### config.mk
export PLATFORM = sky130hd
export DESIGN_NAME = gcode_line_parser_flat
export DESIGN_NICKNAME = d
export VERILOG_FILES = /design/src/rtl/gcp_pkg.sv /design/src/rtl/gcp_channel_if.sv /design/src/rtl/gcode_line_parser.sv /design/src/rtl/gcp_in_reg.sv /design/src/rtl/gcp_line_decoder.sv /design/src/rtl/gcp_out_reg.sv /design/src/flat_wrapper.sv
export SDC_FILE = /design/constraint.sdc
export NUM_CORES = 1
export LEC_CHECK = 0
export BUFFER_PORTS_ARGS = -buffer_cell sky130_fd_sc_hd__clkbuf_2
export CORE_MARGIN = 3
export CORE_UTILIZATION = 23
export CTS_BUF_LIST = sky130_fd_sc_hd__clkbuf_4
export CTS_CLUSTER_DIAMETER = 50
export CTS_CLUSTER_SIZE = 20
export DETAILED_ROUTE_END_ITERATION = 12
export GPL_TIMING_DRIVEN = 1
export SLEW_MARGIN = 20
export SYNTH_ARGS = -nofsm -noshare
export SYNTH_HDL_FRONTEND = slang
export SYNTH_SLANG_ARGS = --single-unit
### constraint.sdc
create_clock -name clock -period 7.7 [get_ports clock]
set_input_delay 0.77 -clock clock [delete_from_list [all_inputs] [get_ports clock]]
set_output_delay 0.77 -clock clock [all_outputs]
set_load 0.02 [all_outputs]
### src/rtl/gcp_pkg.sv
// ----------------------------------------------------------------------------
// G-code line parser package
// Shared types, character codes, command kinds and error codes.
// ----------------------------------------------------------------------------
package gcp_pkg;

   // Character codes
   localparam logic [7:0] CHAR_G      = 8'h47;
   localparam logic [7:0] CHAR_M      = 8'h4D;
   localparam logic [7:0] CHAR_X      = 8'h58;
   localparam logic [7:0] CHAR_Y      = 8'h59;
   localparam logic [7:0] CHAR_ZERO   = 8'h30;
   localparam logic [7:0] CHAR_ONE    = 8'h31;
   localparam logic [7:0] CHAR_TWO    = 8'h32;
   localparam logic [7:0] CHAR_FOUR   = 8'h34;
   localparam logic [7:0] CHAR_EIGHT  = 8'h38;
   localparam logic [7:0] CHAR_NINE   = 8'h39;
   localparam logic [7:0] CHAR_DOT    = 8'h2E;
   localparam logic [7:0] CHAR_SPACE  = 8'h20;
   localparam logic [7:0] CHAR_PLUS   = 8'h2B;
   localparam logic [7:0] CHAR_MINUS  = 8'h2D;
   localparam logic [7:0] CHAR_TAB    = 8'h09;
   localparam logic [7:0] CHAR_CR     = 8'h0D;

   // Command kinds
   localparam logic [2:0] KIND_HOME   = 3'd0;
   localparam logic [2:0] KIND_MOVE   = 3'd1;
   localparam logic [2:0] KIND_STATUS = 3'd2;
   localparam logic [2:0] KIND_PEN    = 3'd3;
   localparam logic [2:0] KIND_LASER  = 3'd4;

   // Error codes
   localparam logic [1:0] ERR_NONE     = 2'd0;
   localparam logic [1:0] ERR_UNKNOWN  = 2'd1;
   localparam logic [1:0] ERR_NODIGITS = 2'd2;
   localparam logic [1:0] ERR_OVERFLOW = 2'd3;

   // Limits for the decimal reader, as wide as its multiply-by-ten product
   localparam logic [35:0] LIMIT_POS = 36'h0_7FFF_FFFF;
   localparam logic [35:0] LIMIT_NEG = 36'h0_8000_0000;

   typedef enum logic [3:0] {
      CS_START,
      CS_G,
      CS_G2,
      CS_M,
      CS_M1,
      CS_HOME,
      CS_MOVE,
      CS_STATUS,
      CS_PEN,
      CS_LASER,
      CS_BAD
   } cmd_state_type;

   typedef enum logic [2:0] {
      MP_SEEK_X,
      MP_GATHER_X,
      MP_SEEK_Y,
      MP_GATHER_Y,
      MP_DONE
   } move_phase_type;

   typedef enum logic [2:0] {
      NS_WS,
      NS_SIGN,
      NS_DIG,
      NS_DONE,
      NS_NONE,
      NS_OVF
   } num_status_type;

   typedef struct packed {
      num_status_type status;
      logic           negative;
      logic [31:0]    magnitude;
   } num_type;

   localparam num_type NUM_CLEAR = '{status: NS_WS, negative: 1'b0, magnitude: 32'd0};

   typedef struct packed {
      logic [7:0] char_byte;
      logic       line_end;
   } item_type;

   typedef struct packed {
      logic [2:0]  command_kind;
      logic [31:0] x_target;
      logic [31:0] y_target;
      logic [31:0] set_value;
      logic [1:0]  error_code;
   } result_type;

endpackage

### src/rtl/gcp_channel_if.sv
// ----------------------------------------------------------------------------
// G-code line parser channels
// Valid/ready channels for input characters and decoded commands.
// ----------------------------------------------------------------------------
interface gcp_req_if;
   logic       valid;
   logic       ready;
   logic [7:0] char_byte;
   logic       line_end;

   modport source (output valid, output char_byte, output line_end, input ready);
   modport sink (input valid, input char_byte, input line_end, output ready);
endinterface

interface gcp_rsp_if;
   logic        valid;
   logic        ready;
   logic [2:0]  command_kind;
   logic [31:0] x_target;
   logic [31:0] y_target;
   logic [31:0] set_value;
   logic [1:0]  error_code;

   modport source (output valid, output command_kind, output x_target, output y_target,
                   output set_value, output error_code, input ready);
   modport sink (input valid, input command_kind, input x_target, input y_target,
                 input set_value, input error_code, output ready);
endinterface

### src/rtl/gcode_line_parser.sv
// ----------------------------------------------------------------------------
// G-code line parser
// Decodes one command per line from a stream of ASCII characters.
// ----------------------------------------------------------------------------
// Throughput: one character per cycle while the result register can take each
// line's last character; characters pass once through the decoder's prefix
// match and multiply-by-ten accumulate. A command is loaded into the result
// register when its line's last character is decoded from the input register.
// Reset: synchronous; clears all line state and the valid flags of both register stages.
module gcode_line_parser
   import gcp_pkg::*;
(
   input logic      clock,
   input logic      reset,
   gcp_req_if.sink  req_chan,
   gcp_rsp_if.source rsp_chan
);

   item_type   in_item;
   item_type   dec_item;
   logic       dec_valid;
   logic       dec_take;
   logic       res_load;
   logic       res_ready;
   result_type dec_res;
   result_type out_res;

   assign in_item.char_byte = req_chan.char_byte;
   assign in_item.line_end  = req_chan.line_end;

   gcp_in_reg u_in_reg (
      .clock     (clock),
      .reset     (reset),
      .in_valid  (req_chan.valid),
      .in_item   (in_item),
      .in_ready  (req_chan.ready),
      .out_valid (dec_valid),
      .out_item  (dec_item),
      .out_take  (dec_take)
   );

   gcp_line_decoder u_decoder (
      .clock      (clock),
      .reset      (reset),
      .item_valid (dec_valid),
      .item       (dec_item),
      .item_take  (dec_take),
      .res_ready  (res_ready),
      .res_load   (res_load),
      .res        (dec_res)
   );

   gcp_out_reg u_out_reg (
      .clock      (clock),
      .reset      (reset),
      .load       (res_load),
      .load_data  (dec_res),
      .load_ready (res_ready),
      .out_valid  (rsp_chan.valid),
      .out_data   (out_res),
      .out_ready  (rsp_chan.ready)
   );

   assign rsp_chan.command_kind = out_res.command_kind;
   assign rsp_chan.x_target     = out_res.x_target;
   assign rsp_chan.y_target     = out_res.y_target;
   assign rsp_chan.set_value    = out_res.set_value;
   assign rsp_chan.error_code   = out_res.error_code;

endmodule

### src/rtl/gcp_in_reg.sv
// ----------------------------------------------------------------------------
// G-code line parser input register
// Holds one character item until the decoder takes it.
// ----------------------------------------------------------------------------
module gcp_in_reg
   import gcp_pkg::*;
(
   input  logic     clock,
   input  logic     reset,
   input  logic     in_valid,
   input  item_type in_item,
   output logic     in_ready,
   output logic     out_valid,
   output item_type out_item,
   input  logic     out_take
);

   logic     valid_ff;
   logic     valid_in;
   item_type item_ff;

   assign in_ready  = !valid_ff || out_take;
   assign out_valid = valid_ff;
   assign out_item  = item_ff;

   always_comb begin
      valid_in = valid_ff;
      if (in_ready) begin
         valid_in = in_valid;
      end
   end

   always_ff @(posedge clock) begin
      if (reset) begin
         valid_ff <= 1'b0;
      end else begin
         valid_ff <= valid_in;
      end
   end

   always_ff @(posedge clock) begin
      if (in_ready && in_valid) begin
         item_ff <= in_item;
      end
   end

endmodule

### src/rtl/gcp_line_decoder.sv
// ----------------------------------------------------------------------------
// G-code line decoder
// Matches the command prefix, reads numbers and builds one result per line.
// ----------------------------------------------------------------------------
module gcp_line_decoder
   import gcp_pkg::*;
(
   input  logic       clock,
   input  logic       reset,
   input  logic       item_valid,
   input  item_type   item,
   output logic       item_take,
   input  logic       res_ready,
   output logic       res_load,
   output result_type res
);

   cmd_state_type  cmd_state_ff, cmd_state_in;
   move_phase_type move_phase_ff, move_phase_in;
   num_type        num_ff, num_in;
   logic [31:0]    saved_x_ff, saved_x_in;
   logic [31:0]    saved_y_ff, saved_y_in;
   logic [1:0]     pending_error_ff, pending_error_in;

   typedef struct packed {
      logic [1:0]  err;
      logic [31:0] value;
   } finish_type;

   num_type    num_fed;
   finish_type fin_gather;
   finish_type fin_end;
   logic [7:0] c;

   // One character through the decimal reader: skip white space, optional sign, digits.
   function automatic num_type num_feed(num_type cur, logic [7:0] ch);
      num_type     nxt;
      logic        dig;
      logic        blank;
      logic [35:0] prod;
      logic [35:0] limit;
      logic        take_digit;
      nxt        = cur;
      dig        = (ch >= CHAR_ZERO) && (ch <= CHAR_NINE);
      blank      = (ch == CHAR_SPACE) || ((ch >= CHAR_TAB) && (ch <= CHAR_CR));
      prod       = ({4'd0, cur.magnitude} << 3) + ({4'd0, cur.magnitude} << 1)
                   + {32'd0, ch[3:0]};
      limit      = cur.negative ? LIMIT_NEG : LIMIT_POS;
      take_digit = 1'b0;
      case (cur.status)
         NS_WS: begin
            if (blank) begin
               nxt.status = NS_WS;
            end else if (ch == CHAR_PLUS) begin
               nxt.status = NS_SIGN;
            end else if (ch == CHAR_MINUS) begin
               nxt.negative = 1'b1;
               nxt.status   = NS_SIGN;
            end else if (dig) begin
               take_digit = 1'b1;
            end else begin
               nxt.status = NS_NONE;
            end
         end
         NS_SIGN: begin
            if (dig) begin
               take_digit = 1'b1;
            end else begin
               nxt.status = NS_NONE;
            end
         end
         NS_DIG: begin
            if (dig) begin
               take_digit = 1'b1;
            end else begin
               nxt.status = NS_DONE;
            end
         end
         default: begin
            nxt.status = cur.status;
         end
      endcase
      if (take_digit) begin
         if (prod > limit) begin
            nxt.status = NS_OVF;
         end else begin
            nxt.magnitude = prod[31:0];
            nxt.status    = NS_DIG;
         end
      end
      return nxt;
   endfunction

   function automatic finish_type num_finish(num_type cur);
      finish_type f;
      f.err   = ERR_NODIGITS;
      f.value = 32'd0;
      if (cur.status == NS_OVF) begin
         f.err = ERR_OVERFLOW;
      end else if ((cur.status == NS_DIG) || (cur.status == NS_DONE)) begin
         f.err   = ERR_NONE;
         f.value = cur.negative ? (32'd0 - cur.magnitude) : cur.magnitude;
      end
      return f;
   endfunction

   assign c          = item.char_byte;
   assign item_take  = item_valid && (!item.line_end || res_ready);
   assign res_load   = item_take && item.line_end;
   assign num_fed    = num_feed(num_ff, c);
   assign fin_gather = num_finish(num_ff);
   assign fin_end    = num_finish(num_in);

   always_comb begin
      cmd_state_in     = cmd_state_ff;
      move_phase_in    = move_phase_ff;
      num_in           = num_ff;
      saved_x_in       = saved_x_ff;
      saved_y_in       = saved_y_ff;
      pending_error_in = pending_error_ff;
      case (cmd_state_ff)
         CS_START: begin
            if (c == CHAR_G) begin
               cmd_state_in = CS_G;
            end else if (c == CHAR_M) begin
               cmd_state_in = CS_M;
            end else begin
               cmd_state_in = CS_BAD;
            end
         end
         CS_G: begin
            if (c == CHAR_TWO) begin
               cmd_state_in = CS_G2;
            end else if (c == CHAR_ONE) begin
               cmd_state_in = CS_MOVE;
            end else begin
               cmd_state_in = CS_BAD;
            end
         end
         CS_G2: begin
            cmd_state_in = (c == CHAR_EIGHT) ? CS_HOME : CS_BAD;
         end
         CS_M: begin
            if (c == CHAR_ONE) begin
               cmd_state_in = CS_M1;
            end else if (c == CHAR_FOUR) begin
               cmd_state_in = CS_LASER;
            end else begin
               cmd_state_in = CS_BAD;
            end
         end
         CS_M1: begin
            // Anything other than a zero after M1 is already the pen value.
            if (c == CHAR_ZERO) begin
               cmd_state_in = CS_STATUS;
            end else begin
               cmd_state_in = CS_PEN;
               num_in       = num_fed;
            end
         end
         CS_MOVE: begin
            case (move_phase_ff)
               MP_SEEK_X: begin
                  if (c == CHAR_X) begin
                     move_phase_in = MP_GATHER_X;
                  end
               end
               MP_GATHER_X, MP_GATHER_Y: begin
                  if (c == CHAR_SPACE) begin
                     if (fin_gather.err != ERR_NONE) begin
                        pending_error_in = fin_gather.err;
                        move_phase_in    = MP_DONE;
                     end else if (move_phase_ff == MP_GATHER_X) begin
                        saved_x_in    = fin_gather.value;
                        move_phase_in = MP_SEEK_Y;
                     end else begin
                        saved_y_in    = fin_gather.value;
                        move_phase_in = MP_DONE;
                     end
                     num_in = NUM_CLEAR;
                  end else if (c != CHAR_DOT) begin
                     num_in = num_fed;
                  end
               end
               MP_SEEK_Y: begin
                  if (c == CHAR_Y) begin
                     move_phase_in = MP_GATHER_Y;
                  end
               end
               default: begin
                  move_phase_in = move_phase_ff;
               end
            endcase
         end
         CS_PEN, CS_LASER: begin
            num_in = num_fed;
         end
         default: begin
            cmd_state_in = cmd_state_ff;
         end
      endcase
   end

   // The result reflects the state after this line's final character.
   always_comb begin
      res.command_kind = KIND_HOME;
      res.x_target     = 32'd0;
      res.y_target     = 32'd0;
      res.set_value    = 32'd0;
      res.error_code   = ERR_NONE;
      case (cmd_state_in)
         CS_HOME: begin
            res.command_kind = KIND_HOME;
         end
         CS_STATUS: begin
            res.command_kind = KIND_STATUS;
         end
         CS_MOVE: begin
            res.command_kind = KIND_MOVE;
            res.error_code   = pending_error_in;
            if (pending_error_in == ERR_NONE) begin
               res.x_target = saved_x_in;
               res.y_target = saved_y_in;
            end
         end
         CS_PEN, CS_M1: begin
            res.command_kind = KIND_PEN;
            res.error_code   = fin_end.err;
            res.set_value    = fin_end.value;
         end
         CS_LASER: begin
            res.command_kind = KIND_LASER;
            res.error_code   = fin_end.err;
            res.set_value    = fin_end.value;
         end
         default: begin
            res.command_kind = KIND_HOME;
            res.error_code   = ERR_UNKNOWN;
         end
      endcase
   end

   always_ff @(posedge clock) begin
      if (reset || res_load) begin
         cmd_state_ff     <= CS_START;
         move_phase_ff    <= MP_SEEK_X;
         num_ff           <= NUM_CLEAR;
         saved_x_ff       <= 32'd0;
         saved_y_ff       <= 32'd0;
         pending_error_ff <= ERR_NONE;
      end else if (item_take) begin
         cmd_state_ff     <= cmd_state_in;
         move_phase_ff    <= move_phase_in;
         num_ff           <= num_in;
         saved_x_ff       <= saved_x_in;
         saved_y_ff       <= saved_y_in;
         pending_error_ff <= pending_error_in;
      end
   end

   a_line_end_restarts: assert property (@(posedge clock) disable iff (reset)
      res_load |=> (cmd_state_ff == CS_START) && (move_phase_ff == MP_SEEK_X))
      else $error("decoder state not cleared after line end");

   a_phase_only_in_move: assert property (@(posedge clock)
      (move_phase_ff != MP_SEEK_X) |-> (cmd_state_ff == CS_MOVE))
      else $error("move phase advanced outside a move command");

   a_error_ends_move: assert property (@(posedge clock)
      (pending_error_ff != ERR_NONE) |-> (move_phase_ff == MP_DONE))
      else $error("move error recorded without ending the move");

   a_unknown_has_no_data: assert property (@(posedge clock) disable iff (reset)
      (res_load && (res.error_code == ERR_UNKNOWN)) |->
      ((res.command_kind == KIND_HOME) && (res.x_target == 32'd0)
       && (res.y_target == 32'd0) && (res.set_value == 32'd0)))
      else $error("unknown command carries data");

endmodule

### src/rtl/gcp_out_reg.sv
// ----------------------------------------------------------------------------
// G-code line parser result register
// Holds one decoded command until the consumer takes it.
// ----------------------------------------------------------------------------
module gcp_out_reg
   import gcp_pkg::*;
(
   input  logic       clock,
   input  logic       reset,
   input  logic       load,
   input  result_type load_data,
   output logic       load_ready,
   output logic       out_valid,
   output result_type out_data,
   input  logic       out_ready
);

   logic       valid_ff;
   logic       valid_in;
   result_type data_ff;

   assign load_ready = !valid_ff || out_ready;
   assign out_valid  = valid_ff;
   assign out_data   = data_ff;

   always_comb begin
      valid_in = valid_ff;
      if (load) begin
         valid_in = 1'b1;
      end else if (out_ready) begin
         valid_in = 1'b0;
      end
   end

   always_ff @(posedge clock) begin
      if (reset) begin
         valid_ff <= 1'b0;
      end else begin
         valid_ff <= valid_in;
      end
   end

   always_ff @(posedge clock) begin
      if (load) begin
         data_ff <= load_data;
      end
   end

endmodule

### src/flat_wrapper.sv
// flat-port wrapper written by rule: the top's interface ports become plain ports
module gcode_line_parser_flat import gcp_pkg::*;
  (clock, reset, req_chan_valid, req_chan_char_byte, req_chan_line_end, req_chan_ready, rsp_chan_valid, rsp_chan_command_kind, rsp_chan_x_target, rsp_chan_y_target, rsp_chan_set_value, rsp_chan_error_code, rsp_chan_ready);
  gcp_req_if req_chan_i ();
  gcp_rsp_if rsp_chan_i ();
  input logic clock;
  input logic reset;
  input wire logic [$bits(req_chan_i.valid)-1:0] req_chan_valid;
  input wire logic [$bits(req_chan_i.char_byte)-1:0] req_chan_char_byte;
  input wire logic [$bits(req_chan_i.line_end)-1:0] req_chan_line_end;
  output wire logic [$bits(req_chan_i.ready)-1:0] req_chan_ready;
  output wire logic [$bits(rsp_chan_i.valid)-1:0] rsp_chan_valid;
  output wire logic [$bits(rsp_chan_i.command_kind)-1:0] rsp_chan_command_kind;
  output wire logic [$bits(rsp_chan_i.x_target)-1:0] rsp_chan_x_target;
  output wire logic [$bits(rsp_chan_i.y_target)-1:0] rsp_chan_y_target;
  output wire logic [$bits(rsp_chan_i.set_value)-1:0] rsp_chan_set_value;
  output wire logic [$bits(rsp_chan_i.error_code)-1:0] rsp_chan_error_code;
  input wire logic [$bits(rsp_chan_i.ready)-1:0] rsp_chan_ready;
  assign req_chan_i.valid = req_chan_valid;
  assign req_chan_i.char_byte = req_chan_char_byte;
  assign req_chan_i.line_end = req_chan_line_end;
  assign req_chan_ready = req_chan_i.ready;
  assign rsp_chan_valid = rsp_chan_i.valid;
  assign rsp_chan_command_kind = rsp_chan_i.command_kind;
  assign rsp_chan_x_target = rsp_chan_i.x_target;
  assign rsp_chan_y_target = rsp_chan_i.y_target;
  assign rsp_chan_set_value = rsp_chan_i.set_value;
  assign rsp_chan_error_code = rsp_chan_i.error_code;
  assign rsp_chan_i.ready = rsp_chan_ready;
  gcode_line_parser u_core (.clock(clock), .reset(reset), .req_chan(req_chan_i), .rsp_chan(rsp_chan_i));
endmodule
Word-level counts from Yosys, hierarchy flattened
Index checks and enable logic that the tools add are counted.

word-level totals
  bits in registers = 221
  input bits = 13

operators by class
  $add $sub $neg = 4
  order comparisons = 5
  equality and inequality tests = 39
  mux-type cells = 65
  bitwise logic cells = 2
  reduce and logical (&&, ||, !) cells = 31

operators by type and width
  cell                     number
  $mux W32                 16
  $mux W36                 4
  $pmux W36 S3             1
  $mux W34                 2
  $eq A8 B6 Y1 const B     8
  $sub A1 B32 Y32 const A  2
  $add A35 B33 Y36         1
  $add A36 B4 Y36          1
  $gt A36 B32 Y1           1
  $mux W3                  12
  $eq A8 B7 Y1 const B     4
  $mux W4                  7
  $eq A4 B3 Y1 const B     6
  $pmux W4 S5              1
  $eq A3 B2 Y1 const B     6
  $pmux W3 S3              2
  $eq A4 B4 Y1 const B     4
  $mux W2                  7
  $pmux W3 S4              1
  $mux W1                  10
  $reduce_or A2 Y1         5
  $eq A4 B2 Y1 const B     2
  $ge A8 B4 Y1 const B     1
  $ge A8 B6 Y1 const B     1
  21 further kinds         41

Logic depth before layout (Yosys ltp)
Gate-level depths: netlist of the first run.

  depth after elaboration = 17
  mapped depth = 32
  depth with buffers taken out = 30

Cells and area by module
Synthesis of the first run repeated with hierarchy kept, for this count alone.

unflattened totals
  cells, all modules = 1,678
  area total of the unflattened synthesis = 14,475.1 µm²

modules (own cells, without submodules)
  module            times used  cells each  area each (µm²)  sequential area each (µm²)
  gcp_line_decoder  1           1,559       11,070.6         2,182.1
  gcp_out_reg       1           105         3,079.2          3,052.9
  gcp_in_reg        1           14          325.3            290.3

Worst setup path before layout of the first run
OpenSTA, ideal clock, no wires.

  kind = register -> register
  start = register u_core.u_decoder.num_ff[2] in the netlist's numbering
  end = register u_core.u_out_reg.data_ff, in the netlist u_core.u_out_reg.out_data[22] (data pin)
  library setup time = 266 ps
  arrival time = 6,886 ps
  required time = 7,434 ps
  slack = 548 ps
  cell stages (with the launch flop) = 32
  path buffers = 2
  cell sequence = dfxtp_1 -> fa_1 -> ha_1 -> a211o_1 -> a21oi_2 -> or4_4 -> a211oi_2 -> nor2_1 -> o21a_1 -> o21bai_1 -> a21oi_1 -> xnor2_1 -> ha_1 -> a21oi_1 -> o21ai_0 -> a211o_1 -> a2111oi_0 -> a31o_2 -> o2111ai_1 -> nor4_2 -> buf_4 -> buf_4 -> nand3_1 -> a32oi_1 -> ha_1 -> inv_1 -> a311o_1 -> nor4_4 -> nand3_1 -> o41ai_2 -> xnor2_1 -> nor2_1

between the ends
  longest elaborated chain between the ends = 13

ends and longest elaborated chain
  element                                                  RTL line                 RTL
  from (decl)                                              gcp_line_decoder.sv:20   num_type num_ff, num_in;
  from (signal assigned)                                   gcp_line_decoder.sv:254  num_ff <= num_in;
  $add A35 B33 Y36                                         gcp_line_decoder.sv:46   prod = ({4'd0, cur.magnitude} << 3) + ({4'd0, cur.magnitude} << 1)
  $add A36 B4 Y36                                          gcp_line_decoder.sv:47   + {32'd0, ch[3:0]};
  $gt A36 B32 Y1                                           gcp_line_decoder.sv:84   if (prod > limit) begin
  $mux W3                                                  gcp_line_decoder.sv:84
  $mux W3                                                  gcp_line_decoder.sv:83   if (take_digit) begin
  $mux W36                                                 gcp_line_decoder.sv:181  end else if (c != CHAR_DOT) begin
  $mux W36                                                 gcp_line_decoder.sv:169  if (c == CHAR_SPACE) begin
  $mux W36                                                 gcp_line_decoder.sv:162  case (move_phase_ff)
  $pmux W36 S3 (*)                                         gcp_line_decoder.sv:121  case (cmd_state_ff)
  branches (longest 4 deep; another with $sub A1 B32 Y32)  n/a
  to (signal assigned)                                     gcp_out_reg.sv:45        data_ff <= load_data;
  to (decl)                                                gcp_out_reg.sv:20        result_type data_ff;

Every way passes the cells marked *.
A chain may end at the register's enable or synchronous reset.

Worst setup path in the final report of the first run
  start = register u_core.u_in_reg.item_ff, in the netlist u_core.u_in_reg.out_item[4]
  end = register u_core.u_out_reg.data_ff, in the netlist u_core.u_out_reg.out_data[22] (data pin)

between the ends
  longest elaborated chain between the ends = 16

ends and longest elaborated chain
  element                                                   RTL line          RTL
  from (decl)                                               gcp_in_reg.sv:20  item_type item_ff;
  from (signal assigned)                                    gcp_in_reg.sv:43  item_ff <= in_item;
  branches (longest 16 deep; another with $add A36 B4 Y36)  n/a

Several ways; the timed one is not identified.

==> load_flow_metrics.sql, run 1 <==
INSERT INTO impl_metrics (metric_group, metric, value, unit) VALUES
('status', 'outcome', 'completed', ''),
('synth', 'ys_async_sr_fraction', '0', ''),
('setup_path', 'critical_path_arrival', '7.86', 'ns'),
('floorplan', 'rows', '90', ''),
('setup_path', 'worst-path-max-fanout', '8', ''),
('finish', 'nNetsFinal', '1872', ''),
('finish', 'final_core_utilization', '0.2757', ''),
('clock_tree', 'clock_sinks', '221', ''),
('routing', 'routed-via-count', '13120', ''),
('clock_tree', 'holdBufCountCts', '0', ''),
('global_routing', 'first_global_vias', '12120', ''),
('synth', 'synthesized_area_fraction_occupied_by_ao_oa_aoi_and_oai_cells', '0.2233', ''),
('routing', 'antenna_violation_net_count_after_detailed_routing', '0', ''),
('timing', 'fmaxAchievable', '134.9', 'MHz'),
('placed_design', 'placed_area', '16110', 'µm²'),
('synth', 'synth_edf_count', '110', ''),
('floorplan', 'initial_core_util', '0.2348', ''),
('power_and_ir_drop', 'power.total', '2536', 'µW'),
('global_routing', 'groute.usage.overall', '0.1350', ''),
('setup_path', 'crit-reg2reg-launch', 'u_core.u_in_reg.out_item[4]', ''),
('floorplan', 'design.die.area', '65210', 'µm²'),
('finish', 'final_common_cell', 'nor2_1', ''),
('clock_tree', 'cts_max_path_buffers', '3', ''),
('finish', 'drive_gt1_frac', '0.1723', ''),
('clock_tree', 'clock_tree_from_tritoncts', 'built', ''),
('placed_design', 'place_hpwl', '35540', 'µm'),
('synth', 'synthesis.instances', '1641', ''),
('synth', 'synth.yosys.seq_area_share', '0.3863', ''),
('finish', 'fillers', '6426', ''),
('power_and_ir_drop', 'power-per-cell-area', '151.0', 'nW/µm²'),
('clock_tree', 'clkLatencyLatePin', '0.77', 'ns'),
('synth', 'mappedNetlistNets', '1753', ''),
('routing', 'post_drt_wl_per_cell', '17.86', 'µm'),
('timing', 'final_setup_fails', '0', ''),
('synth', 'synth-seq-cells', '221', ''),
('placed_design', 'port_buffers', '115', ''),
('routing', 'detail_route.wirelength', '46530', 'µm'),
('power_and_ir_drop', 'total_leakage_power', '0.006053', 'µW'),
('timing', 'fin_ws', '0.2882', 'ns'),
('setup_path', 'worst_path_largest_cell_delay', '0.61', 'ns'),
('clock_tree', 'cts_inserted_buffers', '22', ''),
('placed_design', 'worst_setup_slack_post_dpl', '0.1317', 'ns'),
('timing', 'setup_repair_after_global_routing_missed_its_margin', 'no', ''),
('placed_design', 'place.gp.congestion', '0.9317', ''),
('synth', 'syn_avg_cell_area', '8.716', 'µm²'),
('routing', 'avgViaCountPerCell', '5.037', ''),
('setup_path', 'worstSetupStartpoint', 'u_core.u_in_reg.out_item[4]', ''),
('timing', 'max_slew_margin', '0.3271', ''),
('setup_path', 'regToRegSetupSlack', '0.29', 'ns'),
('setup_path', 'worst_r2r_path_depth', '32', ''),
('synth', 'postSynth.topFlopCell', 'dfxtp_1', ''),
('synth', 'syn-cell-area', '14300', 'µm²'),
('timing', 'period_needed', '7.412', 'ns'),
('floorplan', 'core', '60920', 'µm²'),
('hold_path', 'worst_hold_path_type', 'input port to register', ''),
('setup_path', 'startpoint_type_of_the_worst_setup_path', 'register', ''),
('routing', 'dr.first_iter.drc_count', '1262', ''),
('finish', 'final_design_area_no_fill', '16800', 'µm²'),
('synth', 'synth_top_family_by_area', 'compound AO/OA/AOI/OAI gates', ''),
('global_routing', 'antenna_found_initial', '2', ''),
('synth', 'synth-simple-area-share', '0.2055', ''),
('floorplan', 'die_h', '255.4', 'µm'),
('global_routing', 'globalRouteOverflowTotal', '0', ''),
('finish', 'layout_common_cells', 'nor2_1 (254), nand2_1 (145), a21oi_1 (141)', ''),
('setup_path', 'worst_setup_endpoint', 'u_core.u_out_reg.out_data[22]', ''),
('run', 'max-cap-violations', '0', ''),
('power_and_ir_drop', 'irDropWorstVdd', '0.08893', 'mV'),
('timing', 'fin_setup_tns', '0', 'ns'),
('timing', 'min_period_over_period', '0.9626', ''),
('routing', 'first_drt_pass_iteration_count', '5', ''),
('synth', 'synth_fa_ha_area_frac', '0.08766', '');
-- kinds of logic after synthesis --
kind of cell,after synthesis
AO/OA/AOI/OAI,476
XOR/XNOR,89
adder cells (fa/ha/maj),99
buffers and inverters,128
flip-flops,221
multiplexers,12
AND/OR/NAND/NOR,616
-- worst max-delay path: cells and delay by family (launching register included) --
kind                     cells  cell delay (ns)
AO/OA/AOI/OAI               14             2.70
AND/OR/NAND/NOR              8             1.64
adder cells (fa/ha/maj)      4             1.28
buffers and inverters        4             0.55
XOR/XNOR                     2             0.46
flip-flops                   1             0.45
-- per-stage QoR --
step | hold WS, ns | std cells
after global placement | 0.4426 | 2555
final | 0.1733 | 2605
after CTS | 0.1049 | 2595
after global routing | 0.1009 | 2605
after detailed placement | 0.4489 | 2555
after floorplan | 0.4322 | 1641
-- Yosys cell counts (7+ instances only) --
library cell  instances  area share
nand3b_1              7      0.0037
and2_1               10      0.0044
a211oi_1            107       0.056
a22oi_1              20       0.010
o21ai_0              56       0.020
o211ai_1              8      0.0042
nand2b_1             12      0.0052
mux2i_1              11      0.0077
a21o_1               14      0.0073
nor4_1                7      0.0031
nand2_1             146       0.038
a21oi_1             143       0.050
o31ai_1              20       0.010
o21a_1                7      0.0037
nor3_1               25      0.0087
nand4_1              22      0.0096
nor2_1              256       0.067
dfxtp_1             111        0.16
xnor2_1              46       0.028
and3_1               12      0.0052
edfxtp_1            110        0.23
a31oi_1              15      0.0066
clkbuf_1             92       0.024
nor2b_1              10      0.0044
inv_1                25      0.0066
xor2_1               43       0.026
buf_1                 8      0.0021
ha_1                 97       0.085
nand3_1              29       0.010
nor3b_1              40       0.021
o21bai_1              8      0.0042
or3_1                10      0.0044
-- state kept, by name (all words and copies together) (netlist names) --
signal                             cells
u_core.u_decoder.saved_y_ff           32
u_core.u_in_reg.out_item               9
u_core.u_decoder.cmd_state_ff          4
u_core.u_decoder.move_phase_ff         3
u_core.u_in_reg.out_valid              1
u_core.u_decoder.num_ff               36
u_core.u_out_reg.out_valid             1
u_core.u_decoder.saved_x_ff           32
u_core.u_out_reg.out_data            101
u_core.u_decoder.pending_error_ff      2
-- layer usage --
metal	vias to the layer above	share of wire	global-route usage
li1	6335	-	-
met1	6288	0.46	0.1844
met2	428	0.46	0.2202
met3	68	0.057	0.01753
met4	2	0.030	0.04444
met5	-	0.00026	0
-- worst min path at each step --
stage	from	to	slack (ns)	depth (start not counted)
floorplan	u_core.u_decoder.saved_x_ff[0]	u_core.u_decoder.saved_x_ff[0]	0.43	2
global placement	u_core.u_decoder.saved_y_ff[5]	u_core.u_decoder.saved_y_ff[5]	0.44	2
detailed placement	u_core.u_decoder.saved_x_ff[0]	u_core.u_decoder.saved_x_ff[0]	0.45	2
CTS	reset	u_core.u_in_reg.out_valid	0.10	2
global route	req_chan_line_end	u_core.u_in_reg.out_item[0]	0.10	1
finish	req_chan_line_end	u_core.u_in_reg.out_item[0]	0.17	1
-- area by class of cell --
type	count	area, µm²	area share
Clock inverter	16	221.5	0.01318
Clock buffer	24	180.2	0.01073
Multi-Input combinational cell	1292	8521	0.5073
Inverter	25	93.84	0.005587
Antenna cell	1	2.502	0.0001490
Sequential cell	221	5528	0.3291
Tap cell	828	1036	0.06168
Timing Repair Buffer	198	1215	0.07233
-- where the power goes --
| group | switching (µW) | internal (µW) |
|---|---|---|
| Combinational | 328 | 169 |
| Clock | 485 | 265 |
| Sequential | 29.7 | 1260 |
-- timing repair --
item                                    4_1_cts  5_1_grt
resized for setup                             0       39
setup buffers                                 0       10
endpoints found under the setup margin        0       28
endpoints found under the hold margin         0        0
No activity file was read; power rests on OpenSTA's default activity.
==> run 2: changes to the inputs <==
==> constraint.sdc (replaced) <==
create_clock -name clock -period 6.91 [get_ports clock]
set_input_delay 0.691 -clock clock [delete_from_list [all_inputs] [get_ports clock]]
set_output_delay 0.691 -clock clock [all_outputs]
set_load 0.02 [all_outputs]
==> load_flow_metrics.sql, run 2 (synthesized netlist as in run 1, its figures left out) <==
INSERT INTO impl_metrics (metric_group, metric, value, unit) VALUES
('floorplan', 'die_h', '255.4', 'µm'),
('hold_path', 'worst_hold_path_type', 'input port to register', ''),
('clock_tree', 'clock_tree_from_tritoncts', 'built', ''),
('setup_path', 'worst-endpoint-required', '7.40', 'ns'),
('global_routing', 'groute.usage.overall', '0.1422', ''),
('routing', 'post_drt_wl_per_cell', '17.93', 'µm'),
('setup_path', 'worst_setup_path_end_kind', 'register', ''),
('global_routing', 'globalRouteOverflowTotal', '0', ''),
('finish', 'nNetsFinal', '1987', ''),
('routing', 'dr.first_iter.drc_count', '904', ''),
('floorplan', 'core', '60920', 'µm²'),
('timing', 'final_setup_fails', '6', ''),
('timing', 'finalHoldViolCount', '0', ''),
('timing', 'setup_repair_after_global_routing_missed_its_margin', 'yes', ''),
('routing', 'detail_route.wirelength', '48800', 'µm'),
('power_and_ir_drop', 'share_seq_of_total_power', '0.489', ''),
('power_and_ir_drop', 'power-per-cell-area', '163.5', 'nW/µm²'),
('finish', 'layout_area_overhead', '25.60', '%'),
('timing', 'clock_skew', '0.06548', 'ns'),
('setup_path', 'path_delay_family', 'compound AO/OA/AOI/OAI gates', ''),
('clock_tree', 'clkSlewWorstSetupHoldPaths', '0.19', 'ns'),
('finish', 'number_of_non_filler_instances_in_the_completed_layout', '2722', ''),
('clock_tree', 'cts_max_path_buffers', '3', ''),
('finish', 'layout_common_cells', 'nor2_1 (253), buf_4 (182), a21oi_1 (143)', ''),
('floorplan', 'design.die.area', '65210', 'µm²'),
('clock_tree', 'cts_inserted_buffers', '21', ''),
('timing', 'fin_ws', '-0.05321', 'ns'),
('clock_tree', 'clkLatencyLatePin', '0.75', 'ns'),
('placed_design', 'dp.cells', '2652', ''),
('power_and_ir_drop', 'power.switching', '998.9', 'µW'),
('clock_tree', 'cts-root-buf', 'clkbuf_4', ''),
('setup_path', 'startpoint_type_of_the_worst_setup_path', 'register', ''),
('status', 'failing_checks', 'setup timing', ''),
('routing', 'route.met3.wl', '2783', 'µm'),
('power_and_ir_drop', 'combinationalPowerShare', '0.237', ''),
('setup_path', 'worst_path_largest_cell_delay', '0.55', 'ns'),
('global_routing', 'grt_max_degree', '91', ''),
('power_and_ir_drop', 'power.share.clock', '0.274', ''),
('setup_path', 'critical_path_arrival', '7.45', 'ns'),
('timing', 'max_slew_margin', '0.3557', ''),
('finish', 'final_common_cell', 'nor2_1', ''),
('power_and_ir_drop', 'total_leakage_power', '0.006664', 'µW'),
('power_and_ir_drop', 'switching_fraction', '0.3401', ''),
('floorplan', 'pin_count', '116', ''),
('timing', 'final_max_slew_viol_count', '0', ''),
('status', 'outcome', 'finished, violations left', ''),
('power_and_ir_drop', 'irDropWorstVdd', '0.08370', 'mV'),
('routing', 'detailroute.wirelength.met2', '21740', 'µm'),
('timing', 'fmaxAchievable', '143.6', 'MHz'),
('placed_design', 'worst_setup_slack_post_dpl', '-0.2931', 'ns'),
('floorplan', 'dieWidth', '255.4', 'µm'),
('timing', 'period_needed', '6.963', 'ns'),
('placed_design', 'place.gp.congestion', '0.9573', ''),
('routing', 'wl_met1', '22340', 'µm'),
('clock_tree', 'cts_max_level', '1', ''),
('clock_tree', 'clock_sinks', '221', ''),
('finish', 'fillers', '6409', ''),
('finish', 'largest_register_ff_count', '101', ''),
('setup_path', 'setup.worst_path.class', 'register to register', ''),
('finish', 'drive_gt1_frac', '0.2386', ''),
('power_and_ir_drop', 'internal_power', '1939', 'µW'),
('routing', 'routed-via-count', '13450', ''),
('global_routing', 'antenna_found_initial', '8', ''),
('placed_design', 'port_buffers', '115', ''),
('timing', 'min_period_over_period', '1.008', ''),
('timing', 'worst_slew_pin_slew', '0.9664', 'ns'),
('setup_path', 'slowest_cp_cell', 'or4_4', ''),
('setup_path', 'worst-path-max-fanout', '3', ''),
('global_routing', 'first_global_vias', '12910', ''),
('placed_design', 'place_hpwl', '37840', 'µm'),
('run', 'max-cap-violations', '0', ''),
('routing', 'post-route-drc-count', '0', ''),
('routing', 'antenna_violation_net_count_after_detailed_routing', '0', ''),
('routing', 'first_drt_pass_iteration_count', '5', ''),
('floorplan', 'initial_core_util', '0.2348', ''),
('global_routing', 'global_route_wire_length_before_repair', '74700', 'µm'),
('routing', 'avgViaCountPerCell', '4.941', ''),
('setup_path', 'timing.critical_path.buf_inv', '4', ''),
('routing', 'top_signal_layer_used', 'met5', ''),
('floorplan', 'rows', '90', '');
-- run 2: cell types whose count changed in the layout (fill, tap and decap cells not counted), sizes merged --
cell / previous run / this run
buf: 83 / 199
diode: 1 / 4
inv: 35 / 33
bufinv: 2 / 1
clkbuf: 139 / 140
-- run 2: routing by layer --
layer | vias to the layer above | track usage
li1 | 6565 | -
met3 | 83 | 0.02466
met2 | 383 | 0.2264
met5 | - | 0
met4 | 8 | 0.05336
met1 | 6411 | 0.1926
-- run 2: repair_timing --
item | 4_1_cts | 5_1_grt
hold buffers | 0 | 0
pin swaps | 39 | 42
cloned | 0 | 0
hold endpoints to repair | 0 | 0
setup buffers | 21 | 9
setup endpoints to repair | 22 | 29
gates resized for setup | 61 | 42
-- run 2: power by group through the flow --
stage | Combinational, µW | Sequential, µW | Clock, µW
floorplan | 326 | 1470 | 0
global placement | 585 | 1460 | 0
detailed placement | 592 | 1460 | 0
CTS | 651 | 1440 | 829
global route | 752 | 1440 | 877
finish | 696 | 1440 | 804
-- run 2: layout make-up --
class	count	area, µm²	area share
clock inverters	13	195.2	0.01087
repair buffers	314	2151	0.1197
diodes	4	10.01	0.0005572
flip-flops and latches	221	5528	0.3077
well taps	828	1036	0.05767
inverters	25	93.84	0.005224
multi-input cells	1292	8762	0.4878
clock buffers	25	187.7	0.01045
-- run 2: path summary, 6_finish.rpt --
kind	cells past startpoint	slack, ns	startpoint	end
max	32	-0.05	u_core.u_in_reg.out_item[4]	u_core.u_out_reg.out_data[32]
max reg2reg	32	-0.05	u_core.u_in_reg.out_item[4]	u_core.u_out_reg.out_data[32]
min	2	0.11	reset	u_core.u_in_reg.out_valid
min reg2reg	2	0.47	u_core.u_decoder.saved_x_ff[0]	u_core.u_decoder.saved_x_ff[0]
-- run 2: through the flow --
stage / total power (µW) / hold WS, ns / utilization / setup TNS, ns / area (µm²)
CTS: 2916 / 0.03443 / 0.2902 / -3.104 / 17680
global route: 3071 / 0.02940 / 0.2948 / -8.454 / 17960
global placement: 2049 / 0.4416 / 0.2771 / -1.045 / 16880
detailed placement: 2056 / 0.4517 / 0.2771 / -3.080 / 16880
finish: 2937 / 0.1074 / 0.2949 / -0.1485 / 17960
floorplan: 1801 / 0.4322 / - / -0.1159 / 14330
-- run 2: worst reg2reg max path, delay by kind of cell (launching register included) --
| kind | cells | cell delay [ns] |
|---|---|---|
| compound gates | 15 | 2.97 |
| fa+ha+maj | 4 | 1.28 |
| simple gates | 8 | 1.31 |
| buf+inv | 4 | 0.52 |
| flops | 1 | 0.44 |
| xor+xnor | 1 | 0.21 |
